### src/rtl/core/hacq_pkg.sv
// ----------------------------------------------------------------------------
// hacq_pkg
// Shared types, constants and the chord lookup for the hit and chord input
// qualifier.
// ----------------------------------------------------------------------------
package hacq_pkg;

  localparam int unsigned HIT_CHANNELS_DEF = 4;
  localparam int unsigned KEY_CHANNELS     = 4;
  localparam int unsigned LEVEL_W          = 4;
  localparam int unsigned CODE_W           = 8;
  localparam int unsigned FAST_W           = 4;
  localparam int unsigned SLOW_W           = 8;
  localparam int unsigned COUNT_W          = 16;
  localparam int unsigned CFG_IDX_W        = 3;
  localparam int unsigned CFG_DATA_W       = 16;

  localparam logic [FAST_W-1:0]  FAST_FILTER_RST  = FAST_W'(2);
  localparam logic [COUNT_W-1:0] HOLD_RELEASE_RST = COUNT_W'(2000);
  localparam logic [COUNT_W-1:0] ERROR_RST        = COUNT_W'(20000);
  localparam logic [SLOW_W-1:0]  SLOW_FILTER_RST  = SLOW_W'(10);
  localparam logic [COUNT_W-1:0] TRIGGER_RST      = COUNT_W'(100);
  localparam logic [COUNT_W-1:0] PRESS_MAX        = '1;

  typedef enum logic [CFG_IDX_W-1:0] {
    CFG_FAST_FILTER  = 3'd0,
    CFG_HOLD_RELEASE = 3'd1,
    CFG_ERROR        = 3'd2,
    CFG_SLOW_FILTER  = 3'd3,
    CFG_TRIGGER      = 3'd4
  } cfg_idx_e;

  typedef struct packed {
    logic [FAST_W-1:0]  fast_filter_ticks;
    logic [COUNT_W-1:0] hold_release_ticks;
    logic [COUNT_W-1:0] error_ticks;
    logic [SLOW_W-1:0]  slow_filter_ticks;
    logic [COUNT_W-1:0] trigger_ticks;
  } cfg_t;

  function automatic logic [CODE_W-1:0] chord_lookup(input logic [KEY_CHANNELS-1:0] mask);
    logic [CODE_W-1:0] code;
    case (mask)
      4'h1:    code = 8'h01;
      4'h2:    code = 8'h02;
      4'h3:    code = 8'h11;
      4'h4:    code = 8'h03;
      4'h6:    code = 8'h12;
      4'h7:    code = 8'h21;
      4'h8:    code = 8'h04;
      4'h9:    code = 8'h1F;
      4'hC:    code = 8'h13;
      4'hE:    code = 8'h21;
      4'hF:    code = 8'h31;
      default: code = 8'h00;
    endcase
    return code;
  endfunction

endpackage

### src/rtl/core/hacq_hit_chan.sv
// ----------------------------------------------------------------------------
// hacq_hit_chan
// One hit channel: on/off debounce, hold timer with forced release and
// stuck-active error flag.
// ----------------------------------------------------------------------------
module hacq_hit_chan (
  input  logic             clk_i,
  input  logic             rst_ni,
  input  logic             step_i,
  input  logic             level_i,
  input  hacq_pkg::cfg_t   cfg_i,
  output logic             hit_o,
  output logic             err_o
);

  logic [hacq_pkg::FAST_W-1:0]  on_q, on_d, off_q, off_d;
  logic [hacq_pkg::COUNT_W-1:0] hold_q, hold_d;
  logic                         hit_q, hit_d, err_q, err_d;

  always_comb begin
    on_d   = on_q;
    off_d  = off_q;
    hold_d = hold_q;
    hit_d  = hit_q;
    err_d  = err_q;
    if (level_i) begin
      off_d = '0;
      if (on_q < cfg_i.fast_filter_ticks) on_d = on_q + 1'b1;
      if (hold_q < cfg_i.error_ticks) hold_d = hold_q + 1'b1;
      if (on_d >= cfg_i.fast_filter_ticks) hit_d = 1'b1;
      if (hold_d >= cfg_i.hold_release_ticks) hit_d = 1'b0;
      if (hold_d >= cfg_i.error_ticks) err_d = 1'b1;
    end else begin
      on_d = '0;
      if (off_q < cfg_i.fast_filter_ticks) off_d = off_q + 1'b1;
      if (off_d >= cfg_i.fast_filter_ticks) begin
        hit_d  = 1'b0;
        err_d  = 1'b0;
        hold_d = '0;
      end
    end
  end

  always_ff @(posedge clk_i or negedge rst_ni) begin
    if (!rst_ni) begin
      on_q   <= '0;
      off_q  <= '0;
      hold_q <= '0;
      hit_q  <= 1'b0;
      err_q  <= 1'b0;
    end else if (step_i) begin
      on_q   <= on_d;
      off_q  <= off_d;
      hold_q <= hold_d;
      hit_q  <= hit_d;
      err_q  <= err_d;
    end
  end

  assign hit_o = hit_q;
  assign err_o = err_q;

endmodule

### src/rtl/core/hacq_key_chord.sv
// ----------------------------------------------------------------------------
// hacq_key_chord
// Key debounce, press timer and latched chord code.
// ----------------------------------------------------------------------------
module hacq_key_chord (
  input  logic                                 clk_i,
  input  logic                                 rst_ni,
  input  logic                                 step_i,
  input  logic [hacq_pkg::KEY_CHANNELS-1:0]    key_levels_i,
  input  hacq_pkg::cfg_t                       cfg_i,
  output logic [hacq_pkg::CODE_W-1:0]          key_code_o
);

  logic [hacq_pkg::SLOW_W-1:0]       on_q  [hacq_pkg::KEY_CHANNELS];
  logic [hacq_pkg::SLOW_W-1:0]       on_d  [hacq_pkg::KEY_CHANNELS];
  logic [hacq_pkg::SLOW_W-1:0]       off_q [hacq_pkg::KEY_CHANNELS];
  logic [hacq_pkg::SLOW_W-1:0]       off_d [hacq_pkg::KEY_CHANNELS];
  logic [hacq_pkg::KEY_CHANNELS-1:0] keys_q, keys_d;
  logic [hacq_pkg::COUNT_W-1:0]      press_q, press_d;
  logic [hacq_pkg::CODE_W-1:0]       code_q, code_d;

  always_comb begin
    keys_d = keys_q;
    for (int k = 0; k < hacq_pkg::KEY_CHANNELS; k++) begin
      on_d[k]  = on_q[k];
      off_d[k] = off_q[k];
      if (!key_levels_i[k]) begin
        off_d[k] = '0;
        if (on_q[k] < cfg_i.slow_filter_ticks) on_d[k] = on_q[k] + 1'b1;
        if (on_d[k] >= cfg_i.slow_filter_ticks) keys_d[k] = 1'b1;
      end else begin
        on_d[k] = '0;
        if (off_q[k] < cfg_i.slow_filter_ticks) off_d[k] = off_q[k] + 1'b1;
        if (off_d[k] >= cfg_i.slow_filter_ticks) keys_d[k] = 1'b0;
      end
    end
  end

  always_comb begin
    if (keys_d != '0) begin
      press_d = (press_q != hacq_pkg::PRESS_MAX) ? press_q + 1'b1 : press_q;
    end else begin
      press_d = '0;
    end
    code_d = code_q;
    if (code_q != '0) begin
      if (keys_d == '0) code_d = '0;
    end else if (keys_d != '0 && press_d >= cfg_i.trigger_ticks) begin
      code_d = hacq_pkg::chord_lookup(keys_d);
    end
  end

  always_ff @(posedge clk_i or negedge rst_ni) begin
    if (!rst_ni) begin
      for (int k = 0; k < hacq_pkg::KEY_CHANNELS; k++) begin
        on_q[k]  <= '0;
        off_q[k] <= '0;
      end
      keys_q  <= '0;
      press_q <= '0;
      code_q  <= '0;
    end else if (step_i) begin
      for (int k = 0; k < hacq_pkg::KEY_CHANNELS; k++) begin
        on_q[k]  <= on_d[k];
        off_q[k] <= off_d[k];
      end
      keys_q  <= keys_d;
      press_q <= press_d;
      code_q  <= code_d;
    end
  end

  assign key_code_o = code_q;

endmodule

### src/rtl/core/hit_and_chord_input_qualifier.sv
// ----------------------------------------------------------------------------
// hit_and_chord_input_qualifier
// Debounced hit channels with hold timeout and error flags, plus debounced
// keys that latch a chord code.
// ----------------------------------------------------------------------------
// Each accepted transaction is one sampling tick and yields exactly one result
// transaction, showing the state after that tick. The qualifier state itself
// serves as the result register, so a new tick is accepted every cycle as long
// as the previous result is taken in the same cycle or has already left; the
// rate is one tick per clock cycle, set by the single result register.
// Configuration is written through a separate port that is always ready.
module hit_and_chord_input_qualifier #(
  parameter int unsigned HitChannels = hacq_pkg::HIT_CHANNELS_DEF
) (
  input  logic                               clk_i,
  input  logic                               rst_ni,
  input  logic                               in_valid_i,
  output logic                               in_ready_o,
  input  logic [hacq_pkg::LEVEL_W-1:0]       hit_levels_i,
  input  logic [hacq_pkg::LEVEL_W-1:0]       key_levels_i,
  output logic                               out_valid_o,
  input  logic                               out_ready_i,
  output logic [hacq_pkg::LEVEL_W-1:0]       hit_bits_o,
  output logic [hacq_pkg::CODE_W-1:0]        key_code_o,
  output logic [hacq_pkg::LEVEL_W-1:0]       error_bits_o,
  input  logic                               cfg_valid_i,
  output logic                               cfg_ready_o,
  input  logic [hacq_pkg::CFG_IDX_W-1:0]     cfg_index_i,
  input  logic [hacq_pkg::CFG_DATA_W-1:0]    cfg_data_i
);

  hacq_pkg::cfg_t         cfg_q;
  logic                   out_valid_q, out_valid_d;
  logic                   step;
  logic [HitChannels-1:0] hit_vec, err_vec;

  assign cfg_ready_o = 1'b1;
  assign in_ready_o  = !out_valid_q || out_ready_i;
  assign step        = in_valid_i && in_ready_o;

  always_ff @(posedge clk_i or negedge rst_ni) begin
    if (!rst_ni) begin
      cfg_q.fast_filter_ticks  <= hacq_pkg::FAST_FILTER_RST;
      cfg_q.hold_release_ticks <= hacq_pkg::HOLD_RELEASE_RST;
      cfg_q.error_ticks        <= hacq_pkg::ERROR_RST;
      cfg_q.slow_filter_ticks  <= hacq_pkg::SLOW_FILTER_RST;
      cfg_q.trigger_ticks      <= hacq_pkg::TRIGGER_RST;
    end else if (cfg_valid_i) begin
      case (hacq_pkg::cfg_idx_e'(cfg_index_i))
        hacq_pkg::CFG_FAST_FILTER: begin
          cfg_q.fast_filter_ticks <= cfg_data_i[hacq_pkg::FAST_W-1:0];
        end
        hacq_pkg::CFG_HOLD_RELEASE: begin
          cfg_q.hold_release_ticks <= cfg_data_i[hacq_pkg::COUNT_W-1:0];
        end
        hacq_pkg::CFG_ERROR: begin
          cfg_q.error_ticks <= cfg_data_i[hacq_pkg::COUNT_W-1:0];
        end
        hacq_pkg::CFG_SLOW_FILTER: begin
          cfg_q.slow_filter_ticks <= cfg_data_i[hacq_pkg::SLOW_W-1:0];
        end
        hacq_pkg::CFG_TRIGGER: begin
          cfg_q.trigger_ticks <= cfg_data_i[hacq_pkg::COUNT_W-1:0];
        end
        default: begin
        end
      endcase
    end
  end

  always_comb begin
    out_valid_d = out_valid_q;
    if (step) begin
      out_valid_d = 1'b1;
    end else if (out_ready_i) begin
      out_valid_d = 1'b0;
    end
  end

  always_ff @(posedge clk_i or negedge rst_ni) begin
    if (!rst_ni) begin
      out_valid_q <= 1'b0;
    end else begin
      out_valid_q <= out_valid_d;
    end
  end

  for (genvar ch = 0; ch < HitChannels; ch++) begin : g_hit
    logic level;
    if (ch < hacq_pkg::LEVEL_W) begin : g_wired
      assign level = hit_levels_i[ch];
    end else begin : g_idle
      assign level = 1'b0;
    end
    hacq_hit_chan u_chan (
      .clk_i   (clk_i),
      .rst_ni  (rst_ni),
      .step_i  (step),
      .level_i (level),
      .cfg_i   (cfg_q),
      .hit_o   (hit_vec[ch]),
      .err_o   (err_vec[ch])
    );
  end

  for (genvar b = 0; b < hacq_pkg::LEVEL_W; b++) begin : g_out
    if (b < HitChannels) begin : g_used
      assign hit_bits_o[b]   = hit_vec[b];
      assign error_bits_o[b] = err_vec[b];
    end else begin : g_unused
      assign hit_bits_o[b]   = 1'b0;
      assign error_bits_o[b] = 1'b0;
    end
  end

  hacq_key_chord u_keys (
    .clk_i        (clk_i),
    .rst_ni       (rst_ni),
    .step_i       (step),
    .key_levels_i (key_levels_i),
    .cfg_i        (cfg_q),
    .key_code_o   (key_code_o)
  );

  assign out_valid_o = out_valid_q;

endmodule

### config.mk
export PLATFORM = sky130hd
export DESIGN_NAME = hit_and_chord_input_qualifier
export DESIGN_NICKNAME = d
export VERILOG_FILES = /design/src/rtl/core/hacq_pkg.sv /design/src/rtl/core/hacq_hit_chan.sv /design/src/rtl/core/hacq_key_chord.sv /design/src/rtl/core/hit_and_chord_input_qualifier.sv
export SDC_FILE = /design/constraint.sdc
export NUM_CORES = 1
export LEC_CHECK = 0
export BUFFER_PORTS_ARGS = -buffer_cell sky130_fd_sc_hd__buf_2
export CAP_MARGIN = 15
export CORE_ASPECT_RATIO = 1.25
export CORE_MARGIN = 2
export CORE_UTILIZATION = 41
export CTS_BUF_LIST = sky130_fd_sc_hd__clkbuf_16
export CTS_CLUSTER_SIZE = 40
export DETAILED_ROUTE_END_ITERATION = 6
export PLACE_DENSITY = 0.52
export REMOVE_ABC_BUFFERS = 1
export SLEW_MARGIN = 20
export SYNTH_ARGS = -nofsm -noshare
export SYNTH_HDL_FRONTEND = slang
export SYNTH_SLANG_ARGS = --single-unit
### constraint.sdc
create_clock -name clk_i -period 7 [get_ports clk_i]
set_input_delay 0 -clock clk_i [delete_from_list [all_inputs] [get_ports clk_i]]
set_output_delay 0 -clock clk_i [all_outputs]
set_load 0.005 [all_outputs]
==> results.ini <==
[sta]
relSlewSlack_pct = 28.38
setup_tns_ns = 0
finalMaxSlewViolations = 0
clock.fmax_ghz = 0.1564
min_period_over_period_pct = 91.31
finalCriticalPeriod_ns = 6.392
finalHoldViolCount = 0
skew_ns = 0.01705
setup_viol_count_final = 0
worstMarginPinSlew_ns = 1.074
rsz0062_at_grt = false

[floorplan]
initial_core_util_pct = 41.48
core_area_sq_um = 54890
die_x_um = 214.8
io_pins = 51
rows = 96
dieArea_sq_um = 57450
die_h_um = 267.5

[critical_path]
crit_top_cell = ha_1
crit_fanout = 32
crit_path_start_kind = register
critPathKind = reg2reg
setup.worst_path.start = cfg_q[17]
endpoint_kind = register
arrival_ns = 6.82
critPathRequiredTime_ns = 7.43
max_stage_delay_ns = 0.52
critPathBufInv = 3
r2r_start = cfg_q[17]
cp_top_family = compound AO/OA/AOI/OAI gates
slowest_stage = dfstp_2

[power]
ir_worst_vdd_mv = 0.2256
p_leak_nw = 12.40
pwr-share-comb_pct = 48.9
power_switching_mw = 3.604
p_clk_share_pct = 22.8
p_int_mw = 5.063
swShare_pct = 41.58
pwr-share-seq_pct = 28.3
powerDensity_nw_per_um2 = 342.1

[global_route]
grt_pass1_wl_um = 104300
antenna_found_initial = 0
grt_max_degree = 122
grt_pass1_vias = 18898
globalRouteTotalUtil_pct = 22.71
grt_overflow_total = 0

[logic_synthesis]
synth.top_cell.area_share_pct = 26.16
synth.avg_cell_area_sq_um = 9.014
synth_seq_area_share_pct = 28.12
syn_inst = 2526
synth_flop_cell = dfrtp_1
synth_edf_count = 0
yosysWarnings = 0
synth_area_leader_cell = dfrtp_1
ys_ff_latch = 255
netlist_top_cells_area = dfrtp_1 (26%), ha_1 (22%), o21ai_0 (5.0%), nand2_1 (4.0%), xnor2_1 (3.8%)
netlist_area_sq_um = 22770
synthArstFlopShare_pct = 100.0
synth_top_cells_by_count = ha_1 (406), nand2_1 (244), dfrtp_1 (238), o21ai_0 (226), nor2_1 (133)
synth.most_common_cell = ha_1
synth_cell_types = 84

[drt]
wl_per_cell_um = 19.38
ant_nets = 0
routed_wl_um = 64560
drt-vias-per-instance = 5.655
firstDrtPassIters = 6
drc = 0
drt_iter0_drc = 891
vias = 18842

[clock_tree]
cts_sinks = 255
cts_buffer_depth = 3
path_clk_slew_ns = 0.06
cts_buffers = 34
root_buffer = clkbuf_16
cts_htree_levels = 2
postCtsSetupBuffers = 0
clock_latency_ns = 0.55
cts_tree = yes

[placed_design]
port_buffers = 47
place_congestion = 0.8643
dp.final_hpwl_um = 46530
placed_cells = 3241
place_area_sq_um = 23790

[layout]
nets = 3009
stdcell_area_sq_um = 25330
layout-drive-gt1-share_pct = 9.434
fillers = 5318
area_delta_synth_final_pct = 11.26
final_cells = 3332
utilization_pct = 46.15
antennaDiodeCount = 0

[min_path]
hp-start = cfg_index_i[2]
min_path_type = in2reg

[job]
drv_cap = 0

[status]
status = finished, final reports clean

## repair_timing
item / in CTS / in global routing
hold buffers: 29 / 0
setup endpoints to repair: 0 / 3
gates resized for setup: 0 / 2
hold endpoints to repair: 245 / 0
## worst min-delay path, cell delays in order
cell and delay, ns:
buf_2 0.09, nor2b_1 0.10, nor3b_1 0.23, nand2_1 0.08, o21ai_0 0.07
## cell families after synthesis
logic type | count (synthesis) | synth area share, %
AND/OR/NAND/NOR | 768 | 17.19
AO/OA/AOI/OAI | 670 | 19.07
adder cells (fa/ha/maj) | 406 | 22.31
flip-flops | 255 | 28.12
buffers and inverters | 188 | 3.374
XOR/XNOR | 150 | 5.770
multiplexers | 87 | 4.127
other | 2 | 0.03298
## through the flow
step / hold slack [ns] / power, mW / setup slack [ns]
3_5_place_dp: 0.2189 / 6.707 / 0.3347
6_report: 0.03477 / 8.666 / 0.6080
5_1_grt: 0.08156 / 9.509 / 0.08918
2_1_floorplan: -0.2956 / 5.410 / 0.09140
4_1_cts: 0.0002827 / 8.764 / 0.2761
3_3_place_gp: 0.2009 / 6.561 / 0.4200
## area by class of cell
| class | instances | area [sq um] | area share [%] |
|---|---|---|---|
| Sequential cell | 255 | 6402 | 25.27 |
| Clock buffer | 37 | 925.9 | 3.655 |
| Multi-Input combinational cell | 2084 | 15630 | 61.71 |
| Tap cell | 735 | 919.6 | 3.630 |
| Clock inverter | 25 | 314.1 | 1.240 |
| Timing Repair Buffer | 113 | 825.8 | 3.260 |
| Inverter | 83 | 311.5 | 1.230 |
## state kept, by name, summed over array words and instances (netlist names)
name                 cells
u_keys.key_code_o        6
out_valid_o              1
g_hit.u_chan.hold_q     64
g_hit.u_chan.err_o       4
cfg_q                   60
g_hit.u_chan.off_q      16
g_hit.u_chan.hit_o       4
u_keys.press_q          16
u_keys.off_q            32
u_keys.keys_q            4
g_hit.u_chan.on_q       16
u_keys.on_q             32
## power groups by stage
| stage | clock (mW) | combinational [mW] | sequential [mW] |
|---|---|---|---|
| 3_3_place_gp | 0 | 4.10 | 2.46 |
| 3_5_place_dp | 0 | 4.24 | 2.47 |
| 5_1_grt | 2.10 | 4.88 | 2.54 |
| 4_1_cts | 2.04 | 4.27 | 2.45 |
| 6_report | 1.98 | 4.24 | 2.45 |
| 2_1_floorplan | 0 | 3.10 | 2.31 |
## metal layers
layer  GRT usage [%]  share of wire (%)  vias to the layer above
met5               0                  0                        -
met4           8.765                3.7                        0
met3           2.771                2.9                      114
met2           40.65                 49                      271
met1           27.79                 44                     9100
li1                -                  -                     9357
## cell usage in the layout (no fill, tap or decap), types with 13 or more instances in the layout
master / count
o41ai_1: 13
inv_1: 88
nand3_1: 75
dfrtp_1: 238
a211oi_1: 18
nor2b_1: 18
dfstp_2: 17
a31oi_1: 13
and2_1: 19
a21oi_1: 119
xnor2_1: 98
or3_1: 22
and4_1: 13
buf_4: 36
a22o_1: 59
o211ai_1: 14
o21a_1: 25
buf_2: 46
nand2b_1: 72
mux2_2: 51
xor2_1: 52
a21o_1: 87
and3_1: 46
clkbuf_16: 37
ha_1: 406
dlygate4sd3_1: 29
mux2i_1: 35
nand4_1: 44
nor3_1: 31
o31ai_1: 23
nand2_1: 243
nor2_1: 131
o21ai_0: 226
## worst paths after layout
path	end	slack, ns	cells past startpoint
setup / recovery	u_keys.key_code_o[3]	0.61	26
hold / removal	cfg_q[57]	0.03	5
setup reg to reg	u_keys.key_code_o[3]	0.61	26
hold reg to reg	cfg_q[21]	0.51	1
max in group asynchronous	g_hit[0].u_chan.on_q[0]	5.24	3
min in group asynchronous	u_keys.on_q[13]	0.11	2
(Power assumes the default switching activity.)
